$ cat src/rtl/tdc_pkg.sv
package tdc_pkg;

    localparam int ANGLE_FRAC_BITS = 16;
    localparam int CORDIC_STAGES   = 20;
    localparam int ACCEL_W         = 16;
    localparam int MAXW            = 7;
    localparam int FSW             = 14;
    localparam int CMDW            = 15;
    localparam int CFG_IDX_W       = 1;
    localparam int CFG_DATA_W      = FSW;
    localparam int PRESCALE_BITS   = 30;
    localparam int OPW             = ACCEL_W + 1;
    localparam int AW              = OPW + PRESCALE_BITS + 2;
    localparam int ZW              = ANGLE_FRAC_BITS + 10;
    localparam int QB              = FSW;
    localparam int DW              = MAXW + FSW + 1;
    localparam int PW              = ZW + FSW + 1;
    localparam int NW              = PW - ANGLE_FRAC_BITS;
    localparam int CORDIC_LAT      = CORDIC_STAGES + 1;
    localparam int SCALE_LAT       = QB + 3;
    localparam int BACK_LAT        = CORDIC_LAT + SCALE_LAT;

    localparam logic [CFG_IDX_W-1:0] REG_MAX_ANGLE  = 1'b0;
    localparam logic [CFG_IDX_W-1:0] REG_FULL_SCALE = 1'b1;

    localparam logic [MAXW-1:0] MAX_ANGLE_RESET  = 7'd60;
    localparam logic [FSW-1:0]  FULL_SCALE_RESET = 14'd1000;

    localparam logic signed [ZW-1:0] HALF_TURN = ZW'(180) << ANGLE_FRAC_BITS;

    localparam logic [63:0] DEG_PER_RAD_Q32 = 64'd246083499208;

    typedef struct packed {
        logic signed [OPW-1:0] den;
        logic signed [OPW-1:0] num_x;
        logic signed [OPW-1:0] num_y;
        logic signed [ZW-1:0]  z0_x;
        logic signed [ZW-1:0]  z0_y;
        logic                  zero_x;
        logic                  zero_y;
        logic                  upside;
    } tdc_work_t;

    function automatic logic signed [ZW-1:0] stage_angle(input int i);
        logic [63:0] q32;
        logic [63:0] r;
        int s;
        s = 32 - ANGLE_FRAC_BITS;
        case (i)
            0:  q32 = 64'd193273528320;
            1:  q32 = 64'd114096026022;
            2:  q32 = 64'd60285206652;
            3:  q32 = 64'd30601712202;
            4:  q32 = 64'd15360239180;
            5:  q32 = 64'd7687607525;
            6:  q32 = 64'd3844741810;
            7:  q32 = 64'd1922488225;
            8:  q32 = 64'd961258780;
            9:  q32 = 64'd480631223;
            10: q32 = 64'd240315841;
            11: q32 = 64'd120157949;
            12: q32 = 64'd60078978;
            13: q32 = 64'd30039490;
            default: q32 = (DEG_PER_RAD_Q32 + (64'd1 << (i - 1))) >> i;
        endcase
        r = (q32 + (64'd1 << (s - 1))) >> s;
        return ZW'(r);
    endfunction

endpackage

$ cat src/rtl/tdc_fifo.sv
module tdc_fifo (
    input  logic               clk,
    input  logic               rst_n,
    input  logic               push,
    input  tdc_pkg::tdc_work_t push_data,
    output logic               full,
    input  logic               pop,
    output logic               not_empty,
    output tdc_pkg::tdc_work_t head
);
    import tdc_pkg::*;

    tdc_work_t  mem_reg [0:1];
    logic       wr_ptr_reg;
    logic       rd_ptr_reg;
    logic [1:0] count_reg;
    logic [1:0] count_next;

    assign full      = count_reg == 2'd2;
    assign not_empty = count_reg != 2'd0;
    assign head      = mem_reg[rd_ptr_reg];

    always_comb
    begin
        count_next = count_reg;
        if (push && !pop)
        begin
            count_next = count_reg + 2'd1;
        end
        else if (pop && !push)
        begin
            count_next = count_reg - 2'd1;
        end
    end

    always_ff @(posedge clk or negedge rst_n)
    begin
        if (!rst_n)
        begin
            wr_ptr_reg <= 1'b0;
            rd_ptr_reg <= 1'b0;
            count_reg  <= 2'd0;
        end
        else
        begin
            count_reg <= count_next;
            if (push)
            begin
                wr_ptr_reg <= !wr_ptr_reg;
            end
            if (pop)
            begin
                rd_ptr_reg <= !rd_ptr_reg;
            end
        end
    end

    always_ff @(posedge clk)
    begin
        if (push)
        begin
            mem_reg[wr_ptr_reg] <= push_data;
        end
    end
endmodule

$ cat config.mk
export PLATFORM = sky130hd
export DESIGN_NAME = tdc_fifo
export DESIGN_NICKNAME = d
export VERILOG_FILES = /design/src/rtl/tdc_pkg.sv /design/src/rtl/tdc_fifo.sv
export SDC_FILE = /design/constraint.sdc
export NUM_CORES = 1
export LEC_CHECK = 0
export ABC_AREA = 1
export BUFFER_PORTS_ARGS = -buffer_cell sky130_fd_sc_hd__buf_2
export CORE_MARGIN = 3
export CORE_UTILIZATION = 40
export CTS_BUF_LIST = sky130_fd_sc_hd__clkbuf_4 sky130_fd_sc_hd__clkbuf_8
export DETAILED_ROUTE_END_ITERATION = 8
export PLACE_DENSITY = 0.61
export RECOVER_POWER = 25
export SKIP_LAST_GASP = 1
export SYNTH_ARGS = -nofsm -noshare
export SYNTH_HDL_FRONTEND = slang
export SYNTH_SLANG_ARGS = --single-unit
$ cat constraint.sdc
create_clock -name clk -period 7.09 [get_ports clk]
set_clock_uncertainty 0.1 [all_clocks]
set_input_delay 1.418 -clock clk [delete_from_list [all_inputs] [get_ports clk]]
set_output_delay 1.418 -clock clk [all_outputs]
set_load 0.01 [all_outputs]
==> results of run 1 <==
cells by family after synthesis:
kind of cell	count (synthesis)	synth area share, %
XOR/XNOR	3	0.330
adder cells (fa/ha/maj)	1	0.157
buffers and inverters	19	1.48
flip-flops	216	81.1
multiplexers	106	16.4
AND/OR/NAND/NOR	10	0.518
path summary, 6_finish.rpt:
path / startpoint / to / slack, ns / depth (start not counted)
max reg2reg: wr_ptr_reg / mem_reg[1][51] / 4.81 / 3
max in group asynchronous: rst_n / rd_ptr_reg / 5.98 / 1
max: rd_ptr_reg / head[99] / 2.75 / 3
min in group asynchronous: rst_n / count_reg[1] / 0.67 / 1
min reg2reg: count_reg[1] / count_reg[1] / 0.39 / 2
min: count_reg[1] / count_reg[1] / 0.39 / 2
placed cells by master, fill, tap and decap left out, drive strengths merged:
master,instances
nor2,2
nand3,1
edfxtp,212
inv,7
ha,1
dfrtp,4
buf,201
nand2,6
clkinv,12
mux2,106
clkbuf,70
xnor2,1
nand4,1
xor2,2
worst max-delay path: cells and delay by family (launching register included):
kind	cells	cell delay [ns]
flops	1	1.07
buf+inv	2	0.80
mux	1	0.41
power breakdown:
part	total (mW)	internal, mW	switching (mW)
registers	1.84	1.70	0.140
clock network	0.993	0.549	0.445
logic	1.06	0.530	0.530
routing by layer:
metal	track usage, %	routed length, um
met5	0	37
met4	5.03	352
met3	6.35	1720
met2	21.8	7110
met1	16.3	6050
final cells by class:
| type | count | share of cell area [%] |
|---|---|---|
| Clock buffer | 50 | 6.09 |
| Clock inverter | 12 | 0.477 |
| Inverter | 7 | 0.289 |
| Multi-Input combinational cell | 120 | 14.0 |
| Sequential cell | 216 | 64.9 |
| Tap cell | 260 | 3.27 |
| Timing Repair Buffer | 221 | 10.9 |
Yosys cell counts:
library cell,instances
buf_6,5
edfxtp_1,212
xnor2_1,1
nand4_1,1
mux2_2,76
nand2_1,6
ha_1,1
inv_1,7
nor2_1,2
nand3_1,1
mux2_4,30
buf_2,7
dfrtp_1,4
xor2_1,2
==> results.ini, run 1 <==
[cts]
path_clk_slew_ns = 0.06
htreeDepth = 2
cts_hold_buf = 0
root_buffer = clkbuf_8
cts_inserted_buffers = 35
cts_resized = 0
post-cts-setup-buffer-count = 0
cts.sinks = 216
cts_tree = done
clkLatencyLatePin_ns = 0.49
clk_path_buf_depth = 3

[die]
dieArea_um2 = 21700
rows = 50
coreArea_um2 = 19100
dieHeight_um = 147
fp.dieW_um = 147
ios = 218
initial_core_util_pct = 41.6

[final_layout]
largest_reg_flops = 212
diodes = 0
multi_input_area_um2 = 1390
drive_above_1_share_pct = 57.7
utilization_pct = 52.0
seq_area_um2 = 6470
fin_area_um2 = 9960
fin_cells = 886
fillers = 1608
area_growth_pct = 25.0
nets = 712

[critical_path]
cp-start-kind = register
slowest_stage = dfrtp_4
crit_chain = buf_4 > mux2_2 > buf_2
critPathKind = reg -> out
crit_path_end_kind = output port
max_stage_delay_ns = 1.07
arrival_ns = 2.82
critical_path.max_fanout = 72
crit_required_ns = 5.57

[drt]
first_pass_iters = 4
num_vias = 4186
wl_mm = 15.3
drt-initial-drc-count = 146
postRouteAntennaNets = 0
vias_per_cell = 4.72
wl_per_cell_um = 17.2
remaining_drc_errors = 0

[synthesis]
ys_seq_elements = 216
synth_area_leaders = edfxtp_1 80%, mux2_2 11%, mux2_4 5.7%
syn_area_um2 = 7970
seq_area_frac_synth_pct = 81.1
synth_top_cell_area_share_pct = 79.9
yosysTopAreaCell = edfxtp_1
syn-instance-count = 355
synthesis.nets = 466
synth_warnings = 0
avgSynthCellArea_um2 = 22.5
ys_types = 14

[place]
dp.cells = 824
post_dp_cell_area_um2 = 9330
port_buffers = 217
hpwl_mm = 10.0
pre_cts_slack_ns = 3.22
routabilityCongestion = 0.718

[power]
p_per_area_nw_per_um2 = 391
design_power_total_mw = 3.89
p_leak_nw = 3.82
max-vdd-ir-drop_mv = 0.245

[sta]
worst_slack_ns = 2.75
fmax_mhz = 230
period_minus_slack_ns = 4.34
hold_viol = 0
finalSetupTns_ns = 0
hold_ws_ns = 0.393
fin_crit_sh_pct = 61.2
relSlewSlack_pct = 32.9
setup_viol = 0
rsz0062_at_grt = no
drv_slew = 0
worst_pin_slew_ns = 1.01

[grt]
first_global_vias = 4585
grt_overflow = 0
grt_start_max_net_pins = 73
grt_first_pass_wirelength_mm = 23.6
grtUsageTotal_pct = 13.7
grt_antenna_before_repair = 2

[hold_path]
hp-class = reg -> reg

[flow_run]
cap_viol_max_count = 0

[run_status]
status = finished, final reports clean

Note: power is estimated with default switching activity, not from simulation.
==> run 2: changes to the inputs <==
Clock period 7.09 ns to 4 ns, I/O delays scaled along.
==> results.ini, run 2 (synthesis gave the netlist of run 1 again) <==
[cts]
clkLatencyLatePin_ns = 0.49
post-cts-setup-buffer-count = 0
root_buffer = clkbuf_8
cts_resized = 0
htreeDepth = 2
clk_path_buf_depth = 3
cts_hold_buf = 1
cts_tree = done
cts_inserted_buffers = 36
path_clk_slew_ns = 0.06
cts.sinks = 216

[drt]
wl_per_cell_um = 16.9
postRouteAntennaNets = 0
wl_mm = 14.9
vias_per_cell = 4.61
first_pass_iters = 4
drt-initial-drc-count = 144
num_vias = 4075
remaining_drc_errors = 0

[die]
coreArea_um2 = 19100
rows = 50
dieArea_um2 = 21700
fp.dieW_um = 147
initial_core_util_pct = 41.6
dieHeight_um = 147
ios = 218

[critical_path]
crit_required_ns = 3.10
startpoint = rd_ptr_reg
crit_chain = buf_4 > mux2_2 > buf_2
max_stage_delay_ns = 0.78
critical_path.max_fanout = 35
r2r-end = mem_reg[1][100]
worst-r2r-cell-count = 3
reg2reg_slack_ns = 2.05
arrival_ns = 2.24
cp-start-kind = register
timing.rr.start = wr_ptr_reg
critPathKind = reg -> out
slowest_stage = dfrtp_4
crit_path_end_kind = output port

[sta]
finalSetupTns_ns = 0
fin_crit_sh_pct = 78.6
worst_pin_slew_ns = 0.699
setup_viol = 0
drv_slew = 0
rsz0062_at_grt = no
relSlewSlack_pct = 53.4
hold_viol = 0
fmax_mhz = 318
worst_slack_ns = 0.857
period_minus_slack_ns = 3.14

[hold_path]
whs_endpoint = count_reg[1]
hp-class = reg -> reg
min_from = count_reg[1]
hold-path-cell-count = 2

[grt]
grt_first_pass_wirelength_mm = 22.8
grt_antenna_before_repair = 2
grt_overflow = 0
grtUsageTotal_pct = 13.4
grt_start_max_net_pins = 105
first_global_vias = 4463

[place]
dp.cells = 826
post_dp_cell_area_um2 = 9370
pre_cts_slack_ns = 1.36
port_buffers = 217
hpwl_mm = 9.68
routabilityCongestion = 0.732

[final_layout]
drive_above_1_share_pct = 56.5
largest_reg_flops = 212
diodes = 0
mostFrequentLayoutCell = edfxtp_1
fillers = 1641
fin_area_um2 = 9980
fin_cells = 883
nets = 716
layout_common_cells = 212 x edfxtp_1, 184 x buf_2, 76 x mux2_2
area_growth_pct = 25.2

[flow_run]
cap_viol_max_count = 0

[run_status]
status = finished, final reports clean

[power]
p_per_area_nw_per_um2 = 691
p_leak_nw = 3.81
max-vdd-ir-drop_mv = 0.396

run 2: cell count changes in the layout (fill, tap and decap cells not counted), sizes merged:
cell	delta
buf	-11
clkbuf	+15
clkinv	-8
dlygate4sd3	+1
run 2: critical path: cells and delay by family, from the launching register on:
family / cells / cell delay [ns]
flops: 1 / 0.78
mux: 1 / 0.37
buf+inv: 2 / 0.56
run 2: layout make-up:
cell class	instances	area [um2]	area share, %
Clock inverter	4	16.3	0.163
Tap cell	260	325	3.26
Timing Repair Buffer	224	1120	11.3
Multi-Input combinational cell	120	1390	14.0
Clock buffer	52	622	6.23
Sequential cell	216	6470	64.8
Inverter	7	28.8	0.288
run 2: power breakdown:
group	internal (mW)	switching (mW)	total (mW)
clock network	0.982	0.766	1.75
registers	3.01	0.178	3.19
logic	0.961	0.999	1.96
total	4.95	1.94	6.89
run 2: routing by layer:
layer | track usage (%) | vias up | wire [um]
met5 | 0 | - | 34
met4 | 4.85 | 4 | 325
met3 | 6.91 | 32 | 1670
met2 | 21.5 | 172 | 6830
met1 | 15.4 | 1968 | 6040
li1 | - | 1899 | -
run 2: worst max path at each step:
stage | end | cells past startpoint
after floorplan | mem_reg[1][0] | 2
after global placement | head[104] | 3
after detailed placement | head[97] | 3
after CTS | head[97] | 3
after global routing | head[104] | 3
final | head[97] | 3
run 2: stage by stage:
stage | utilization (%) | hold WS (ns) | total power [mW]
global placement | 49.0 | 0.353 | 5.21
global route | 52.1 | 0.348 | 7.28
detailed placement | 49.0 | 0.368 | 5.25
floorplan | - | 0.342 | 4.53
CTS | 52.4 | 0.348 | 7.04
finish | 52.1 | 0.378 | 6.89
