## src/rtl/tdc_pkg.sv

```systemverilog
package tdc_pkg;

    localparam int ANGLE_FRAC_BITS = 16;
    localparam int CORDIC_STAGES   = 20;
    localparam int ACCEL_W         = 16;
    localparam int MAXW            = 7;
    localparam int FSW             = 14;
    localparam int CMDW            = 15;
    localparam int CFG_IDX_W       = 1;
    localparam int CFG_DATA_W      = FSW;
    localparam int PRESCALE_BITS   = 30;
    localparam int OPW             = ACCEL_W + 1;
    localparam int AW              = OPW + PRESCALE_BITS + 2;
    localparam int ZW              = ANGLE_FRAC_BITS + 10;
    localparam int QB              = FSW;
    localparam int DW              = MAXW + FSW + 1;
    localparam int PW              = ZW + FSW + 1;
    localparam int NW              = PW - ANGLE_FRAC_BITS;
    localparam int CORDIC_LAT      = CORDIC_STAGES + 1;
    localparam int SCALE_LAT       = QB + 3;
    localparam int BACK_LAT        = CORDIC_LAT + SCALE_LAT;

    localparam logic [CFG_IDX_W-1:0] REG_MAX_ANGLE  = 1'b0;
    localparam logic [CFG_IDX_W-1:0] REG_FULL_SCALE = 1'b1;

    localparam logic [MAXW-1:0] MAX_ANGLE_RESET  = 7'd60;
    localparam logic [FSW-1:0]  FULL_SCALE_RESET = 14'd1000;

    localparam logic signed [ZW-1:0] HALF_TURN = ZW'(180) << ANGLE_FRAC_BITS;

    localparam logic [63:0] DEG_PER_RAD_Q32 = 64'd246083499208;

    typedef struct packed {
        logic signed [OPW-1:0] den;
        logic signed [OPW-1:0] num_x;
        logic signed [OPW-1:0] num_y;
        logic signed [ZW-1:0]  z0_x;
        logic signed [ZW-1:0]  z0_y;
        logic                  zero_x;
        logic                  zero_y;
        logic                  upside;
    } tdc_work_t;

    function automatic logic signed [ZW-1:0] stage_angle(input int i);
        logic [63:0] q32;
        logic [63:0] r;
        int s;
        s = 32 - ANGLE_FRAC_BITS;
        case (i)
            0:  q32 = 64'd193273528320;
            1:  q32 = 64'd114096026022;
            2:  q32 = 64'd60285206652;
            3:  q32 = 64'd30601712202;
            4:  q32 = 64'd15360239180;
            5:  q32 = 64'd7687607525;
            6:  q32 = 64'd3844741810;
            7:  q32 = 64'd1922488225;
            8:  q32 = 64'd961258780;
            9:  q32 = 64'd480631223;
            10: q32 = 64'd240315841;
            11: q32 = 64'd120157949;
            12: q32 = 64'd60078978;
            13: q32 = 64'd30039490;
            default: q32 = (DEG_PER_RAD_Q32 + (64'd1 << (i - 1))) >> i;
        endcase
        r = (q32 + (64'd1 << (s - 1))) >> s;
        return ZW'(r);
    endfunction

endpackage

```

## src/rtl/tdc_in_if.sv

```systemverilog
interface tdc_in_if;
    import tdc_pkg::*;

    logic                      valid;
    logic                      ready;
    logic signed [ACCEL_W-1:0] accel_x;
    logic signed [ACCEL_W-1:0] accel_y;
    logic signed [ACCEL_W-1:0] accel_z;

    modport source (output valid, output accel_x, output accel_y, output accel_z,
                    input ready);
    modport sink   (input valid, input accel_x, input accel_y, input accel_z,
                    output ready);
endinterface

```

## src/rtl/tdc_front.sv

```systemverilog
module tdc_front (
    input  logic                clk,
    input  logic                rst_n,
    tdc_in_if.sink              sample,
    input  logic                push_ok,
    output logic                work_valid,
    output tdc_pkg::tdc_work_t  work
);
    import tdc_pkg::*;

    logic      valid_reg;
    logic      valid_next;
    tdc_work_t work_reg;
    tdc_work_t work_next;
    logic      take;

    assign sample.ready = !valid_reg || push_ok;
    assign take         = sample.valid && sample.ready;

    always_comb
    begin
        work_next.zero_x = (sample.accel_x == '0) && (sample.accel_z == '0);
        work_next.zero_y = (sample.accel_y == '0) && (sample.accel_z == '0);
        work_next.upside = sample.accel_z < 0;
        if (sample.accel_z < 0)
        begin
            work_next.den   = -OPW'(sample.accel_z);
            work_next.num_x = -OPW'(sample.accel_x);
            work_next.num_y = -OPW'(sample.accel_y);
            work_next.z0_x  = (sample.accel_x >= 0) ? HALF_TURN : -HALF_TURN;
            work_next.z0_y  = (sample.accel_y >= 0) ? HALF_TURN : -HALF_TURN;
        end
        else
        begin
            work_next.den   = OPW'(sample.accel_z);
            work_next.num_x = OPW'(sample.accel_x);
            work_next.num_y = OPW'(sample.accel_y);
            work_next.z0_x  = '0;
            work_next.z0_y  = '0;
        end
    end

    assign valid_next = take || (valid_reg && !push_ok);

    always_ff @(posedge clk or negedge rst_n)
    begin
        if (!rst_n)
        begin
            valid_reg <= 1'b0;
        end
        else
        begin
            valid_reg <= valid_next;
        end
    end

    always_ff @(posedge clk)
    begin
        if (take)
        begin
            work_reg <= work_next;
        end
    end

    assign work_valid = valid_reg;
    assign work       = work_reg;
endmodule

```

## src/flat_wrapper.sv

```systemverilog
// flat-port wrapper written by rule: the top's interface ports become plain ports
module tdc_front_flat import tdc_pkg::*;
  (clk, rst_n, push_ok, work_valid, work, sample_valid, sample_accel_x, sample_accel_y, sample_accel_z, sample_ready);
  tdc_in_if sample_i ();
  input  logic clk;
  input  logic rst_n;
  input  logic push_ok;
  output logic work_valid;
  output tdc_pkg::tdc_work_t work;
  input wire logic [$bits(sample_i.valid)-1:0] sample_valid;
  input wire logic [$bits(sample_i.accel_x)-1:0] sample_accel_x;
  input wire logic [$bits(sample_i.accel_y)-1:0] sample_accel_y;
  input wire logic [$bits(sample_i.accel_z)-1:0] sample_accel_z;
  output wire logic [$bits(sample_i.ready)-1:0] sample_ready;
  assign sample_i.valid = sample_valid;
  assign sample_i.accel_x = sample_accel_x;
  assign sample_i.accel_y = sample_accel_y;
  assign sample_i.accel_z = sample_accel_z;
  assign sample_ready = sample_i.ready;
  tdc_front u_core (.clk(clk), .rst_n(rst_n), .sample(sample_i), .push_ok(push_ok), .work_valid(work_valid), .work(work));
endmodule
```

## config.mk

```make
export PLATFORM = sky130hd
export DESIGN_NAME = tdc_front_flat
export DESIGN_NICKNAME = d
export VERILOG_FILES = /design/src/rtl/tdc_pkg.sv /design/src/rtl/tdc_in_if.sv /design/src/rtl/tdc_front.sv /design/src/flat_wrapper.sv
export SDC_FILE = /design/constraint.sdc
export NUM_CORES = 1
export LEC_CHECK = 0
export ABC_CLOCK_PERIOD_IN_PS = 2900
export BUFFER_PORTS_ARGS = -buffer_cell sky130_fd_sc_hd__buf_2
export CELL_PAD_IN_SITES_DETAIL_PLACEMENT = 1
export CELL_PAD_IN_SITES_GLOBAL_PLACEMENT = 1
export CORE_UTILIZATION = 35
export DETAILED_ROUTE_END_ITERATION = 7
export GPL_TIMING_DRIVEN = 1
export PLACE_DENSITY = 0.82
export SYNTH_ARGS = -nofsm -noshare
export SYNTH_HDL_FRONTEND = slang
export SYNTH_SLANG_ARGS = --single-unit
```

## constraint.sdc

```tcl
create_clock -name clk -period 2.9 [get_ports clk]
set_input_delay 0.145 -clock clk [delete_from_list [all_inputs] [get_ports clk]]
set_output_delay 0.145 -clock clk [all_outputs]
set_load 0.02 [all_outputs]
```

==> metrics.md <==
| Metric | Value |
|---|---|
| Async SR Flop Fraction | `1.67%` |
| Longest Clk Path Bufs | `2` |
| Area leader, netlist | `edfxtp_1` |
| Met2 usage | `26.1%` |
| Share of cells above drive strength 1 | `37.5%` |
| Register bit total from synthesis | `60` |
| Diode count | `0` |
| Layout fillers | `1010` |
| Area Growth Syn to Fin | `23.0%` |
| Ports | `160` |
| Die width | `97.8 µm` |
| Hold path cells | `2` |
| Busiest grt layer | `met2` |
| First-pass GRT wire length | `10800 µm` |
| Reg2reg start | `u_core.work_valid` |
| GPL Wtd Cong | `0.759` |
| Most common cell in the netlist | `edfxtp_1` |
| Gr usage total | `14.6%` |
| H-tree depth | `3` |
| Clk sinks | `60` |
| P_sw | `0.000621 W` |
| Syn Area/Cell | `12.2 µm²` |
| Vias per inst | `4.58` |
| Final setup viols | `0` |
| Combinational share of power | `18.3%` |
| Post-Syn Area | `3210 µm²` |
| Dominant cells by area after synthesis | `edfxtp_1, buf_4, xnor2_1` |
| Nets@finish | `441` |
| Status | `finished, violations left` |
| Reg2Reg Depth | `3` |
| CP required | `2990 ps` |
| Initial DRC count | `70` |
| CTS buffer count | `9` |
| Initial core utilization | `36.4%` |
| DR WL/cell | `14.0 µm` |
| Largest register FFs | `59` |
| Cell row count | `34` |
| R2r endpoint | `u_core.work[26]` |
| Worst VDD drop | `254 µV` |
| Vias post-DR | `2266` |
| WS Path Type | `input port to flop` |
| Leak | `1.61 nW` |
| Clk network pwr share | `33.7%` |
| CP endpoint kind | `flop` |
| Pwr Density | `553 nW/µm²` |
| Largest net degree at the start of global routing | `54` |
| Fin. Hold Viols | `0` |
| Failing checks | `design-rule violations` |
| Setup Skew | `12.9 ps` |
| Worst Hold Class | `input port to flop` |
| Finished Cell Area | `3950 µm²` |
| Final ANT Viol Nets | `0` |
| Top cells by instance count after synthesis | `edfxtp_1, buf_4, xnor2_1` |
| Vias in the first global route | `2226` |
| Die area | `9560 µm²` |
| Post-synth EDFFs | `59` |
| Total Wirelength | `6920 µm` |
| Chip Height | `97.8 µm` |
| Period utilisation layout | `65.5%` |
| Cells after Synth | `262` |
| Yosys warns | `0` |
| Placed cell areas | `3740 µm²` |
| Max Freq | `527 MHz` |
| IO Port Bufs | `123` |
| Seq/Total Area, Yosys | `56.0%` |
| Root buffer cell | `clkbuf_8` |
| Crit-path max FO | `5` |
| Initial antenna violation count | `0` |
| CTS tree | `done` |
| Worst Hold End | `u_core.work_valid` |
| Worst R2R Setup Slack | `1160 ps` |
| Synth top area share | `55.2%` |
| Max-cap violations | `0` |
| GRT overflow | `0` |
| GR met1 Demand/Resource | `16.4%` |
| Critical hold path startpoint | `sample_valid` |
| Count of cell types in the netlist | `28` |
| Startpoint types | `input port` |
| Clk_lat worst skew | `340 ps` |
| Synth Flop Type | `edfxtp_1` |
| Arrival @ worst endpoint | `1980 ps` |
| Met3 Use GR | `4.65%` |
| Reg power frac | `48.0%` |
| Max-slew headroom | `39.6%` |
| Clock slew at reported path FFs | `80 ps` |
| DRC Markers | `19` |
| Final slew viol count | `0` |
| Cell-internal power | `0.00156 W` |
| Tightest Pin Transition | `905 ps` |
| Setup_tns | `0 ps` |
| Core Region | `8810 µm²` |
| CTS resizes | `0` |
| Pre-antenna DRT Iters | `6` |
| Detailed placement HPWL | `5340 µm` |
| Setup bufs post-CTS | `0` |
| Sw Share | `28.5%` |
| RSZ-0062 raised after global routing | `no` |
| Crit path time final | `1900 ps` |
==> placed cells by master, fill, tap and decap left out <==
master,synthesis,final
a21oi_1,2,2
and2_1,3,2
and2_2,0,1
buf_12,0,1
buf_2,0,123
bufinv_16,0,1
clkbuf_1,4,1
clkbuf_8,0,9
clkinv_2,0,2
clkinv_4,0,2
clkinvlp_4,0,1
conb_1,1,37
dfrtp_1,1,1
dlygate4sd3_1,0,1
edfxtp_1,59,59
ha_1,7,7
inv_1,8,8
mux2_2,2,2
nand2_1,15,15
nand2b_1,6,6
nand3_1,4,4
nand3b_1,3,3
nand4_1,1,1
nor2_1,8,8
nor3_1,4,4
nor4_1,6,6
o21ai_0,16,16
o31ai_1,11,11
o31ai_4,1,1
o41ai_1,5,5
or3_1,1,1
or4_1,3,3
or4_4,2,2
xnor2_1,39,39
xor2_1,2,2
==> cell families (layout without fill, tap and decap cells) <==
| group | after synthesis | after routing | synth area share, % |
|---|---|---|---|
| xor gates and xnor gates | 41 | 41 | 11.2 |
| DFF | 60 | 60 | 56.0 |
| other | 1 | 37 | 0.117 |
| AOI/OAI and AO/OA | 35 | 35 | 7.41 |
| muxes | 2 | 2 | 0.702 |
| and+or+nand+nor | 56 | 56 | 9.36 |
| adders and majority gates | 7 | 7 | 2.73 |
| buffers and inverters | 60 | 149 | 12.5 |
==> worst max path at each step <==
stage                 startpoint              end  slack, ps  depth (start not counted)
2_1_floorplan  u_core.work_valid   u_core.work[0]        340                          2
3_3_place_gp   sample_accel_y[6]  u_core.work[71]        660                          6
3_5_place_dp   sample_accel_y[6]  u_core.work[71]        650                          6
4_1_cts        sample_accel_y[6]  u_core.work[71]       1010                          6
5_1_grt        sample_accel_y[6]  u_core.work[71]        880                          6
6_report       sample_accel_y[6]  u_core.work[71]       1000                          6
==> layer usage <==
layer / up-vias / part of all wire (%)
li1: 1095 / -
met1: 1049 / 40
met2: 114 / 51
met3: 8 / 7.3
met4: 0 / 1.4
met5: - / 0
==> power by group through the flow <==
stage | logic (W) | clock network, W | registers (W)
after floorplan | 0.000218 | 0 | 0.00115
after global placement | 0.000390 | 0 | 0.00107
after detailed placement | 0.000402 | 0 | 0.00107
after CTS | 0.000403 | 0.000765 | 0.00105
after global routing | 0.000429 | 0.000804 | 0.00105
final | 0.000399 | 0.000735 | 0.00105
==> layout make-up <==
| type | count | area [µm²] | area share [%] |
|---|---|---|---|
| clock inverter | 6 | 65.1 | 1.65 |
| tap | 108 | 135 | 3.42 |
| sequential | 60 | 1800 | 45.5 |
| clock buffer | 10 | 128 | 3.23 |
| multi-input combinational | 178 | 1150 | 29.1 |
| inverter | 8 | 30.0 | 0.761 |
| timing repair buffer | 125 | 646 | 16.4 |
==> critical path, cell delays in order <==
cell and delay (ps):
buf_2 120, nor4_1 360, nand3_1 230, or4_1 570, ha_1 290, mux2_2 260
==> metrics by stage <==
step | total power (W) | hold slack (ps) | cells | worst slack, ps | utilization [%]
6_report | 0.00218 | 17.4 | 495 | 1000 | 44.8
5_1_grt | 0.00229 | 0.978 | 495 | 875 | 44.8
4_1_cts | 0.00222 | 1.75 | 495 | 1010 | 44.8
3_5_place_dp | 0.00147 | -78.1 | 478 | 648 | 42.5
3_3_place_gp | 0.00145 | -80.8 | 478 | 660 | 42.5
2_1_floorplan | 0.00136 | -151 | 298 | 338 | -
==> repair_timing <==
item                                    4_1_cts  5_1_grt
endpoints found under the setup margin        0        0
hold endpoints to repair                      1        0
hold buffers                                  1        0
(Power assumes the default switching activity.)
